## src/rtl/qfa_pkg.sv

```systemverilog
// Package with operation codes, widths and shared types for the Q24.8 ALU.
package qfa_pkg;

  localparam int WordBits = 32;
  localparam int FracBits = 8;
  localparam int MagBits  = WordBits;
  localparam int NumBits  = WordBits + FracBits;
  localparam int QuotBits = NumBits;
  localparam int MulBits  = 2 * WordBits;

  typedef enum logic [3:0] {
    OpAdd     = 4'd0,
    OpSub     = 4'd1,
    OpMul     = 4'd2,
    OpDiv     = 4'd3,
    OpGt      = 4'd4,
    OpLt      = 4'd5,
    OpGe      = 4'd6,
    OpLe      = 4'd7,
    OpEq      = 4'd8,
    OpNe      = 4'd9,
    OpMin     = 4'd10,
    OpMax     = 4'd11,
    OpInc     = 4'd12,
    OpDec     = 4'd13,
    OpToInt   = 4'd14,
    OpFromInt = 4'd15
  } op_e;

  typedef enum logic [1:0] {
    StOk       = 2'd0,
    StOverflow = 2'd1,
    StDivZero  = 2'd2
  } status_e;

  // Data handed from one divider cell to the next.
  typedef struct packed {
    logic                         valid;
    logic                         div_op;
    logic                         neg;
    logic [MagBits:0]             rem;
    logic [NumBits-1:0]           num;
    logic [QuotBits-1:0]          quot;
    logic [MagBits-1:0]           den;
    logic [WordBits-1:0]          value;
    logic                         cmp;
    status_e                      status;
  } qfa_cell_t;

  function automatic logic [WordBits-1:0] sat_mag(input logic neg,
                                                 input logic [QuotBits:0] mag,
                                                 output logic ovf);
    logic [QuotBits:0] lim;
    begin
      lim = neg ? ({{(QuotBits+1-WordBits){1'b0}}, 1'b1, {(WordBits-1){1'b0}}})
                : ({{(QuotBits+2-WordBits){1'b0}}, {(WordBits-1){1'b1}}});
      ovf = mag > lim;
      if (ovf) begin
        sat_mag = neg ? {1'b1, {(WordBits-1){1'b0}}} : {1'b0, {(WordBits-1){1'b1}}};
      end else begin
        sat_mag = neg ? (~mag[WordBits-1:0] + 1'b1) : mag[WordBits-1:0];
      end
    end
  endfunction

endpackage

```

## src/rtl/qfa_div_cell.sv

```systemverilog
// One restoring-division cell that retires one quotient bit per cycle unless stalled.
module qfa_div_cell
  import qfa_pkg::*;
(
  input  logic      clk_i,
  input  logic      rst_ni,
  input  logic      stall_i,
  input  qfa_cell_t cell_i,
  output qfa_cell_t cell_o
);

  qfa_cell_t cell_q;
  qfa_cell_t cell_d;
  logic [MagBits:0] shifted;

  always_comb begin
    cell_d  = cell_i;
    shifted = {cell_i.rem[MagBits-1:0], cell_i.num[NumBits-1]};
    cell_d.num = {cell_i.num[NumBits-2:0], 1'b0};
    if (shifted >= {1'b0, cell_i.den}) begin
      cell_d.rem  = shifted - {1'b0, cell_i.den};
      cell_d.quot = {cell_i.quot[QuotBits-2:0], 1'b1};
    end else begin
      cell_d.rem  = shifted;
      cell_d.quot = {cell_i.quot[QuotBits-2:0], 1'b0};
    end
  end

  always_ff @(posedge clk_i or negedge rst_ni) begin
    if (!rst_ni) begin
      cell_q <= '0;
    end else if (!stall_i) begin
      cell_q <= cell_d;
    end
  end

  assign cell_o = cell_q;

endmodule
```

## config.mk

```make
export PLATFORM = sky130hd
export DESIGN_NAME = qfa_div_cell
export DESIGN_NICKNAME = d
export VERILOG_FILES = /design/src/rtl/qfa_pkg.sv /design/src/rtl/qfa_div_cell.sv
export SDC_FILE = /design/constraint.sdc
export NUM_CORES = 1
export LEC_CHECK = 0
export BUFFER_PORTS_ARGS = -buffer_cell sky130_fd_sc_hd__buf_4
export CORE_ASPECT_RATIO = 0.5
export CORE_MARGIN = 2
export CORE_UTILIZATION = 53
export DETAILED_ROUTE_END_ITERATION = 6
export PLACE_DENSITY = 0.86
export SYNTH_ARGS = -nofsm -noshare
export SYNTH_HDL_FRONTEND = slang
export SYNTH_SLANG_ARGS = --single-unit
```

## constraint.sdc

```tcl
create_clock -name clk_i -period 3.1 [get_ports clk_i]
set_clock_uncertainty 0.2 [all_clocks]
set_input_delay 0.62 -clock clk_i [delete_from_list [all_inputs] [get_ports clk_i]]
set_output_delay 0.62 -clock clk_i [all_outputs]
set_load 0.02 [all_outputs]
```

After elaboration in Yosys (flattened, before gate mapping)
Index checks and enable logic that the tools add are counted.
- bits in registers: 182
- output and inout bits: 183
- logic and storage cells: 14
- bits of input ports: 186
- magnitude comparators: 1
- mux-type cells: 2
- add/subtract/negate cells: 1
- operator list (operator ; number):
    $ge 33x32->1 ; 1
    $mux 33 ; 1
    $sub 33x32->33 ; 1
    $mux 1 ; 1

Logic depth before layout (Yosys ltp)
Gate-level depths: netlist (run 1).
- depth after elaboration: 2
- depth in mapped cells: 13
- mapped depth without buffers: 11

Least setup slack after synthesis (run 1)
No wires, ideal clock.
- path type: input to register
- start point: input port cell_i[36] (netlist name)
- end point: register cell_q (netlist bit cell_o[178])
- cell stages on the path: 10
- library setup time: 0.126 ns
- data required time: 2.774 ns
- arrival: 2.736 ns
- buffers on the path: 0
- slack: 0.039 ns
- path through: inv_1 ha_1 nor2b_4 o31a_1 o311a_4 o311a_4 nor3_4 or2_4 nor2_1 a221o_1
- longest elaborated chain between the ends: 2
- elaborated cells on any way between the ends: 3
- classes of those cells: add/sub: 1; order compare: 1; mux: 1
- RTL lines (element ; RTL line ; source):
    from (decl) ; qfa_div_cell.sv:8 ; input qfa_cell_t cell_i,
    $sub 33x32->33 / $ge 33x32->1 (equally long branches) ; qfa_div_cell.sv:21, qfa_div_cell.sv:20 ;
    $mux 33 (*) ; qfa_div_cell.sv:20 ; if (shifted >= {1'b0, cell_i.den}) begin
    to (signal assigned) ; qfa_div_cell.sv:33 ; cell_q <= cell_d;
    to (decl) ; qfa_div_cell.sv:12 ; qfa_cell_t cell_q;
Mark *: on every way between the ends. The rest lies on a longest branch, timed or not.
A chain may end at the register's enable or synchronous reset.

Final worst setup path (run 1)
- start point: input port cell_i[57] (netlist name)
- end point: register cell_q (netlist bit cell_o[174])
Same word-level chain as after synthesis.

==> flow_summary.toml, run 1 <==
[sta]
finalSetupViolCount = 0
fin_tns_setup_ps = 0
max_freq_mhz = 331
timing.hold.ws_ps = 22.3
grt_setup_unrepaired = "no"
max_slew.worst_pin.slew_ps = 1000
relSlewSlack = 0.331
finalWorstSetupSlack_ps = 75.9
final.min_clock_period_ps = 3020
hold_viol = 0
slew_violations = 0
min_period_over_period = 0.976

[synth]
synth_top_family_by_area = "multiplexers"
seq_area_frac_synth = 0.501
synthXorXnorAreaFrac = 0.0231
synth-seq-cells = 182
synth_top_area_cell = "dfrtp_1"
synth_warnings = 0
synth_edf_count = 0
synth-main-ff-cell = "dfrtp_1"
synth_compound_area_frac = 0.126
synth-simple-area-share = 0.109
synth_most_common_cell = "dfrtp_1"
synthAdderAreaFrac = 0.0463
ys_types = 67
yosys-top-cells-area = "dfrtp_1 (50%), mux2_2 (15%), ha_1 (4.4%)"
synth_top_cell_area_share = 0.501
synth.top_cells.by_count = "dfrtp_1 (182), mux2_2 (118), nand2_1 (96)"
synth-async-reset-ratio = 1.00
synth_mux_area_frac = 0.151
syn_area_um2 = 9080
avgSynthCellArea_um2 = 10.8
syn-num-nets = 1057
syn_inst = 838

[die]
die_w_um = 189
die_h_um = 96.6
core_area_um2 = 16600
io_pins = 369
start_util = 0.549
dieArea_um2 = 18300
rows = 33

[route]
initialDrtViolationCount = 535
firstDrtPassIters = 5
drtAntennaViolNets = 0
wl_per_cell_um = 18.9
drcViolationCount = 0
wirelength_um = 28500
vias_per_cell = 5.44
vias = 8194

[critical_path]
cp.required_ps = 3270
critPathKind = "in2reg"
worstPathArrival_ps = 3190
r2r-end = "cell_o[150]"
cp-start-kind = "primary input"
startpoint = "cell_i[57]"
cp-end-kind = "flop"
rrSetupSlack_ps = 2010
r2r_cells = 1
cp_max_fo = 7
cp-endpoint = "cell_o[174]"
reg2reg_from = "cell_o[150]"

[placed_design]
dp_hpwl_um = 21600
dp_slack_ps = -243
numPlacedInstances = 1474
io_buffer_count = 365
gp_congestion = 0.970

[clocking]
cts_tree = "built"
clk_pin_slew_ps = 80
root_buffer = "clkbuf_16"
numCtsBuffers = 17
cts.path.max_buffers = 2
htree_num_levels = 4
clock_latency_ps = 430
clkSinkCount = 182

[job]
drv_cap = 0

[final_layout]
area_growth_pct = 45.8
drive_above_1_share = 0.491
largest_register_ff_count = 182
fillers = 1024
instances_no_fill = 1506
antenna_cells = 0
nets = 1485

[power_and_ir_drop]
p_total_w = 0.00712
ir_drop_v = 0.000393
leakage_nw = 6.50
powerDensity_nw_per_um2 = 538

[global_route]
track_usage = 0.304
grt_pass1_wl_um = 43100
grt_max_degree = 91
grt_pass1_vias = 8533
antenna_found_initial = 0
grt.overflow.total = 0

[worst_hold_path]
hold_path.class = "in2async"

[outcome]
status = "complete, no violations"
[power by group]
group	internal, W	total [W]	leakage (nW)	switching, W
combinational	0.00103	0.00217	4.08	0.00114
sequential	0.00265	0.00281	2.14	0.000163
clock	0.00109	0.00214	0.281	0.00105
total	0.00477	0.00712	6.50	0.00235
[worst min path at each step]
stage | from | end | slack, ps | cells after the start
floorplan | rst_ni | cell_o[0] | 120 | 0
global placement | cell_o[46] | cell_o[46] | 270 | 2
detailed placement | cell_o[41] | cell_o[41] | 270 | 2
CTS | rst_ni | cell_o[51] | 40 | 1
global route | rst_ni | cell_o[159] | 60 | 1
finish | rst_ni | cell_o[51] | 20 | 1
[repair_timing]
action                                  4_1_cts  5_1_grt
hold buffers                                  0        0
endpoints found under the setup margin        0        1
resized for setup                             0        2
setup buffers                                 0        0
[final cells by class]
class	count	area [um2]	area share
clock buffers	18	439	0.0332
clock inverters	14	143	0.0108
inverters	44	165	0.0125
multi-input cells	562	4140	0.313
flip-flops and latches	182	4550	0.344
well taps	227	284	0.0214
repair buffers	459	3520	0.266
[layer usage]
metal / share of wire / GRT usage
met5: 0 / 0
met4: 0.032 / 0.123
met3: 0.057 / 0.0567
met2: 0.53 / 0.570
met1: 0.39 / 0.350
[through the flow]
stage          area (um2)  utilization
6_report            13200        0.800
5_1_grt             13200        0.800
4_1_cts             13200        0.799
3_5_place_dp        12700        0.764
3_3_place_gp        12700        0.764
2_1_floorplan        9080            -
[layout by cell type, fill, tap and decap left out, types with 17 or more instances in the layout]
cell / count
nand2_1: 96
buf_4: 452
mux2_2: 118
nor2_1: 43
clkbuf_16: 17
dfrtp_1: 182
o21ai_0: 53
ha_1: 32
a21oi_1: 34
inv_1: 44
[critical path, stage by stage]
cell	delay, ps
buf_4	80
inv_1	40
ha_1	310
nand4_1	170
nor4_1	400
buf_4	180
nand4_1	110
nor2b_1	180
o21a_1	110
or2_4	280
nor2_1	440
a221o_1	250
[kinds of logic after synthesis]
logic type      count (synthesis)
mux                           122
simple gates                  211
other cells                     1
compound gates                171
buf+inv                        94
xor+xnor                       24
flops                         182
fa+ha+maj                      33
Note: power is estimated with default switching activity, not from simulation.
==> inputs of run 2 (changes only) <==
Settings changed: MAX_ROUTING_LAYER set to met4.
==> run 2 against run 1 <==
  * The run now ends with hold timing left
  * Die area did not move
  * Clock-buffer cell count fell by 1
  * Setup slack improved by 66 ps
  * Combinational power barely moved
  * First-iteration DRC count fell by 5.0%
  * Flip-flop and latch count did not move
  * Fmax rose by 2.2%
  * Largest cell class unchanged
==> flow_summary.toml, run 2 (synthesized netlist as in run 1, its figures left out) <==
[final_layout]
area_growth_pct = 46.5
largest_register_ff_count = 182
nets = 1488
final_common_cell = "buf_4"
instances_no_fill = 1509
multiInputGateArea_um2 = 4140
final_cell_mix = "buf_4 (455), dfrtp_1 (182), mux2_2 (118), nand2_1 (96), o21ai_0 (52)"
regArea_um2 = 4550
drive_above_1_share = 0.492
final_area_um2 = 13300
final_util = 0.803
antenna_cells = 0
fillers = 1036

[global_route]
grt_max_degree = 94
grt.overflow.total = 0
grt_pass1_vias = 8395
grt_pass1_wl_um = 43800
antenna_found_initial = 0
track_usage = 0.320

[clocking]
cts_resized = 0
htree_num_levels = 4
clkSinkCount = 182
postCtsHoldBufs = 0
cts_tree = "built"
clock_latency_ps = 430
postCtsSetupRepairBufs = 0
numCtsBuffers = 17
root_buffer = "clkbuf_16"
cts.path.max_buffers = 2
clk_pin_slew_ps = 70

[route]
wirelength_um = 28800
firstDrtPassIters = 7
initialDrtViolationCount = 508
vias_per_cell = 5.41
wl_per_cell_um = 19.1
drtAntennaViolNets = 0
vias = 8162
drcViolationCount = 0

[placed_design]
dp_hpwl_um = 21700
gp_congestion = 0.948
numPlacedInstances = 1477
io_buffer_count = 365
placed_area_um2 = 12700

[job]
drv_cap = 0

[die]
core_area_um2 = 16600
rows = 33
die_h_um = 96.6
dieArea_um2 = 18300
io_pins = 369
start_util = 0.549
die_w_um = 189

[worst_hold_path]
hold_path.class = "in2async"

[critical_path]
cp_max_fo = 4
worstPathArrival_ps = 3060
worst_path_largest_cell_delay_ps = 600
worstPathCellList = "buf_4 -> inv_1 -> ha_1 -> buf_4 -> nand2b_1 -> a21oi_1 -> o41ai_1 -> o211ai_1 -> o211ai_1 -> mux2i_1 -> a2111oi_2 -> o21ai_1"
cp-end-kind = "flop"
cp.required_ps = 3200
critPathTopFamily = "compound AO/OA/AOI/OAI gates"
critPathSlowestCell = "o41ai_1"
critPathKind = "in2reg"
cp-start-kind = "primary input"
cp_num_buf_inv = 3

[sta]
relSlewSlack = 0.375
max_slew.worst_pin.slew_ps = 937
grt_setup_unrepaired = "no"
finalSetupViolCount = 0
slew_violations = 0
min_period_over_period = 0.954
final.min_clock_period_ps = 2960
max_freq_mhz = 338
hold_viol = 1
timing.hold.ws_ps = -1.55

[power_and_ir_drop]
switching_share = 0.325
pwr-share-seq = 0.387
leakage_nw = 6.54
powerDensity_nw_per_um2 = 547
pwr-share-clk = 0.314
ir_drop_v = 0.000425
p_sw_w = 0.00236
p_total_w = 0.00727
p_comb_frac = 0.299
p_int_w = 0.00491

[outcome]
status = "finished with violations"
violations = "hold timing"
## run 2: final timing paths
| check | startpoint | to | slack, ps | cells after the start |
|---|---|---|---|---|
| min reg2reg | cell_o[53] | cell_o[53] | 290 | 2 |
| max reg2reg | cell_o[166] | cell_o[166] | 2020 | 1 |
| max | cell_i[37] | cell_o[171] | 140 | 12 |
| min in group clk_i | cell_i[93] | cell_o[94] | 210 | 2 |
| max in group asynchronous | rst_ni | cell_o[10] | 1940 | 2 |
| min | rst_ni | cell_o[51] | -2 | 1 |
## run 2: power groups by stage
| stage | logic, W | clock network, W | registers, W |
|---|---|---|---|
| final | 0.00217 | 0.00228 | 0.00282 |
| after global routing | 0.00232 | 0.00240 | 0.00284 |
| after CTS | 0.00217 | 0.00230 | 0.00281 |
| after detailed placement | 0.00215 | 0 | 0.00285 |
| after global placement | 0.00210 | 0 | 0.00283 |
| after floorplan | 0.000754 | 0 | 0.00318 |
## run 2: per-layer routing
layer  vias up  global-route usage  part of all wire  wire (um)
met5         -                   -                 0          0
met4         0               0.115             0.033        945
met3        62              0.0607             0.057       1650
met2       322               0.576              0.52      15000
met1      3970               0.365              0.39      11200
li1       3808                   -                 -          -
## run 2: final cells by class
class,count,share of cell area
clock inverter,15,0.0141
tap,227,0.0214
multi-input combinational,562,0.312
timing repair buffer,462,0.266
clock buffer,17,0.0320
inverter,44,0.0124
sequential,182,0.342
## run 2: stage by stage
stage                     setup WS (ps)  TNS (ps)
after floorplan                    38.6         0
after global routing               7.02         0
final                               142         0
after CTS                           146         0
after global placement             -288     -5220
after detailed placement           -286     -5640
